## config.mk

```make
export PLATFORM = sky130hd
export DESIGN_NAME = srrd_ctrl
export DESIGN_NICKNAME = d
export VERILOG_FILES = /design/src/rtl/core/srrd_pkg.sv /design/src/rtl/core/srrd_ctrl.sv
export SDC_FILE = /design/constraint.sdc
export NUM_CORES = 1
export LEC_CHECK = 0
export BUFFER_PORTS_ARGS = -buffer_cell sky130_fd_sc_hd__buf_2
export CELL_PAD_IN_SITES_DETAIL_PLACEMENT = 0
export CELL_PAD_IN_SITES_GLOBAL_PLACEMENT = 1
export CORE_AREA = 2 2 39 41
export CTS_CLUSTER_DIAMETER = 30
export DETAILED_ROUTE_END_ITERATION = 7
export DIE_AREA = 0 0 41 43
export MAX_ROUTING_LAYER = met4
export PLACE_DENSITY = 0.47
export SYNTH_ARGS = -nofsm -noshare
export SYNTH_HDL_FRONTEND = slang
export SYNTH_SLANG_ARGS = --single-unit
```

## constraint.sdc

```tcl
create_clock -name clk -period 2.5 [get_ports clk]
set_input_delay 0.5 -clock clk [delete_from_list [all_inputs] [get_ports clk]]
set_output_delay 0.5 -clock clk [all_outputs]
set_load 0.05 [all_outputs]
```

## src/rtl/core/srrd_pkg.sv

```systemverilog
// Shared types, constants and helpers for the sparse row relative drop core.
// No dependencies; used by every module of the block but srrd_ram.
package srrd_pkg;

  localparam int MaxRowEntries = 64;
  localparam int ColumnBits    = 20;
  localparam int ValueBits     = 32;
  localparam int TolBits       = 16;
  localparam int MagBits       = 31;
  localparam int ThreshBits    = MagBits + TolBits;
  localparam int PtrBits       = 32;
  localparam int CfgDataBits   = 16;
  localparam int CfgIndexBits  = 1;

  typedef enum logic [CfgIndexBits-1:0] {
    CFG_DROP_TOL   = 1'b0,
    CFG_INDEX_BASE = 1'b1
  } cfg_idx_t;

  typedef enum logic [1:0] {
    ST_IDLE,
    ST_THRESH,
    ST_COUNT,
    ST_EMIT
  } state_t;

  typedef struct packed {
    logic accept;
    logic thresh_load;
    logic scan_start;
    logic scan_step;
    logic count_en;
    logic count_commit;
    logic emit_en;
    logic row_clear;
  } ctrl_cmd_t;

  typedef struct packed {
    logic close_row;
    logic data_last;
  } dp_status_t;

  // |value| with the most negative code saturated to the largest positive one
  function automatic logic [MagBits-1:0] sat_mag(input logic [ValueBits-1:0] raw);
    logic [ValueBits-1:0] neg;
    neg = ~raw + ValueBits'(1);
    if (raw[ValueBits-1]) begin
      return neg[ValueBits-1] ? {MagBits{1'b1}} : neg[MagBits-1:0];
    end
    return raw[MagBits-1:0];
  endfunction

endpackage

```

## src/rtl/core/srrd_ctrl.sv

```systemverilog
// Sequencer for the drop core: accept, threshold, count pass, emit pass.
// Depends on srrd_pkg.
module srrd_ctrl (
  input  logic                   clk,
  input  logic                   rst_n,
  input  logic                   start,
  output logic                   busy,
  input  srrd_pkg::dp_status_t   status,
  output srrd_pkg::ctrl_cmd_t    cmd
);

  srrd_pkg::state_t state_r;
  srrd_pkg::state_t state_nxt;
  logic             accept;

  assign busy   = (state_r != srrd_pkg::ST_IDLE);
  assign accept = start && !busy;

  always_ff @(posedge clk) begin
    if (!rst_n) begin
      state_r <= srrd_pkg::ST_IDLE;
    end else begin
      state_r <= state_nxt;
    end
  end

  always_comb begin
    state_nxt = state_r;
    unique case (state_r)
      srrd_pkg::ST_IDLE: begin
        if (accept && status.close_row) begin
          state_nxt = srrd_pkg::ST_THRESH;
        end
      end
      srrd_pkg::ST_THRESH: begin
        state_nxt = srrd_pkg::ST_COUNT;
      end
      srrd_pkg::ST_COUNT: begin
        if (status.data_last) begin
          state_nxt = srrd_pkg::ST_EMIT;
        end
      end
      srrd_pkg::ST_EMIT: begin
        if (status.data_last) begin
          state_nxt = srrd_pkg::ST_IDLE;
        end
      end
      default: state_nxt = srrd_pkg::ST_IDLE;
    endcase
  end

  always_comb begin
    cmd = '0;
    unique case (state_r)
      srrd_pkg::ST_IDLE: begin
        cmd.accept = accept;
      end
      srrd_pkg::ST_THRESH: begin
        cmd.thresh_load = 1'b1;
        cmd.scan_start  = 1'b1;
      end
      srrd_pkg::ST_COUNT: begin
        cmd.scan_step = 1'b1;
        cmd.count_en  = 1'b1;
        if (status.data_last) begin
          cmd.count_commit = 1'b1;
          cmd.scan_start   = 1'b1; // rewind for the emit pass
        end
      end
      srrd_pkg::ST_EMIT: begin
        cmd.scan_step = 1'b1;
        cmd.emit_en   = 1'b1;
        if (status.data_last) begin
          cmd.row_clear = 1'b1;
        end
      end
      default: cmd = '0;
    endcase
  end

endmodule

```

== After elaboration in Yosys (flattened, before gate mapping) ==
Cells that the tools add are included.

* Eq/ne operators: 6
* Reduce and logical (&&, ||, !) cells: 7
* Multiplexer cells: 11

{| class="wikitable"
|+ Operator list
! operator !! number
|-
| $mux W2 || 5
|-
| $pmux W2 S4 || 1
|-
| $ne A2 B2 Y1 const B || 3
|-
| $eq A2 B2 Y1 const B || 2
|-
| $mux W1 || 4
|-
| $reduce_and A3 Y1 || 1
|-
| $eq A2 B1 Y1 const B || 1
|-
| $logic_and A1 B1 Y1 || 2
|-
| $logic_not A2 Y1 || 1
|-
| $pmux W1 S2 || 1
|-
| $reduce_bool A2 Y1 || 1
|-
| $reduce_or A2 Y1 || 1
|-
| $logic_not A1 Y1 || 1
|}

* Flip-flop bits (word level): 2
* Input bits: 5

== Logic depth before layout (Yosys ltp) ==
* Word-level depth: 6
* Depth in mapped cells: 5
* Mapped depth without buffers: 5

== Worst setup path after synthesis ==
OpenSTA, ideal clock, no wires.

* Path kind: reg2out
* Start point: register state_r[0]
* End point: output cmd[5] in the netlist's numbering
* Path buffers: 0
* Cell stages (with the launch flop): 5
* Data required time: 2.000 ns
* Arrival time: 1.784 ns
* Setup slack: 0.216 ns
* Path through: dfxtp_1 -> inv_1 -> ha_1 -> and2_2 -> o21a_1

{| class="wikitable"
|+ RTL lines
! element !! RTL line !! RTL
|-
| from (decl) || srrd_ctrl.sv:12 || <nowiki>srrd_pkg::state_t state_r;</nowiki>
|-
| from (signal assigned) || srrd_ctrl.sv:21 || <nowiki>state_r <= srrd_pkg::ST_IDLE;</nowiki>
|-
| from (signal assigned) || srrd_ctrl.sv:23 || <nowiki>state_r <= state_nxt;</nowiki>
|-
| to (decl) || srrd_ctrl.sv:9 || <nowiki>output srrd_pkg::ctrl_cmd_t cmd</nowiki>
|}

==> results.cfg <==
[cells_and_area]
final_common_cell = buf_2
final_nets = 52
largest_reg_flops = 2
fillers = 156
top_register = state_r
final_layout_size_suffix_gt1_share_pct = 47.5
final_cell_mix = 13 x buf_2, 5 x ha_1, 4 x inv_1, 4 x nand2_1, 3 x clkbuf_4
num_antenna_cells = 0
fin_cells = 56
area_delta_synth_final_pct = 50.0
top_regs = state_r (2)
final_core_util_pct = 23.3

[placed_design]
globalplace.congestion = 0.624
dp.cells = 53
io_buffers = 13
hpwlAfterDp_um = 432

[clocking]
post_cts_buffers = 0
cts_inserted_buffers = 3
cts_root_buf = clkbuf_4
post_cts_resized = 0
cts_hold_buffers = 0
clk_pin_slew_ns = 0.03
clockBufferDepth = 2
insertion_delay_ns = 0.22
h-tree-depth = 1
cts_sinks = 2
cts_tree = done

[yosys]
synthSimpleGateAreaFrac_pct = 20.3
synth_compound_area_share_pct = 15.7
netlist_instances = 24
synth_area_um2 = 215
yosys.area_share.xor_xnor_pct = 0
ys_warn_count = 0
synthAdderAreaFrac_pct = 29.1
synth_mux_area_share_pct = 9.30
avgSynthCellArea_um2 = 8.97
ys_ff_latch = 2
ys_types = 11
synth_top_family_by_area = adder cells
yosysSeqAreaShare_pct = 18.6
syn_nets = 34

[timing]
finalCritPeriodShare_pct = 79.8
setup_viol = 0
setup_tns_ns = 0
final-hold-violation-count = 0
relSlewSlack_pct = 83.5
drv_slew = 0
skew_ns = 0.00152
holdWs_ns = 0.505
finalCriticalPeriod_ns = 2.00
fmax_mhz = 501
rsz0062_at_grt = false
max_slew.worst_pin.slew_ns = 0.250

[global_routing]
gr-total-overflow = 0
antenna_found_initial = 0
grt_use_total_pct = 7.60
grt_max_degree = 5
grt_pass1_vias = 221
grt_pass1_wl_um = 862

[flow_run]
drv_cap = 0

[critical_path]
path_max_fanout = 4
crit_arrival_ns = 1.50
crit_required_ns = 2.00
crit_path_start_kind = register
endpoint_kind = output port
criticalPathCategory = register to output port

[floorplanning]
start_util_pct = 15.6
die-area_mm2 = 0.00176
rows = 14
core-area_mm2 = 0.00138
die_h_um = 43
io_pins = 14
die_w_um = 41

[detailed_routing]
antenna_left = 0
wl_um = 497
drt_drc_violations_left = 0
drtIter0Drc = 1
wl_per_cell_um = 8.88
drt-vias-per-instance = 3.79
vias = 212
drt-pass1-iter-count = 2

[outcome]
status = complete, no violations

[min_path]
min_path_type = register to register
## through the flow
step | setup slack [ns] | area, um2
final | 0.505 | 323
after global placement | 0.759 | 300
after global routing | 0.365 | 323
after detailed placement | 0.734 | 300
after floorplan | 0.216 | 215
after CTS | 0.487 | 323
## cell type report
class / count / area, um2 / area share (%)
inverter: 4 / 15.0 / 4.65
clock buffer: 3 / 22.5 / 6.98
tap: 16 / 20.0 / 6.20
multi-input combinational: 18 / 160 / 49.6
sequential: 2 / 40.0 / 12.4
timing repair buffer: 13 / 65.1 / 20.2
## final timing paths
check	end	cells past startpoint	slack, ns	start
worst min register to register	state_r[0]	2	0.50	state_r[0]
worst max-delay path	cmd[5]	5	0.50	state_r[0]
worst max register to register	state_r[1]	5	1.02	state_r[0]
worst min-delay path	state_r[0]	2	0.50	state_r[0]
## logic make-up (layout without fill, tap and decap cells)
group,after synthesis,after routing
muxes,2,2
and+or+nand+nor,8,8
buffers and inverters,4,20
DFF,2,2
adders and majority gates,5,5
AOI/OAI and AO/OA,3,3
## per-layer routing
metal / global-route usage, % / share of wire (%)
met5: - / 0
met4: 6.00 / 0
met3: 1.57 / 10
met2: 11.6 / 49
met1: 7.99 / 40
## synth_stat cells
master	count	share of area, %
a22oi_4	1	9.9
and2_1	2	5.8
and2_2	1	3.5
dfxtp_1	2	19
ha_1	5	29
inv_1	4	7.0
mux2i_1	2	9.3
nand2_1	4	7.0
o21a_1	1	3.5
o21ai_0	1	2.3
or2_4	1	4.1
## critical path, stage by stage (launching register included)
cell and delay (ns):
dfxtp_1 0.37, inv_1 0.10, ha_1 0.25, and2_2 0.19, o21a_1 0.16, buf_2 0.20
Power is left out: the tool's default activity adds up to more than one toggle a clock period on the data nets, which glitch-free logic cannot reach.
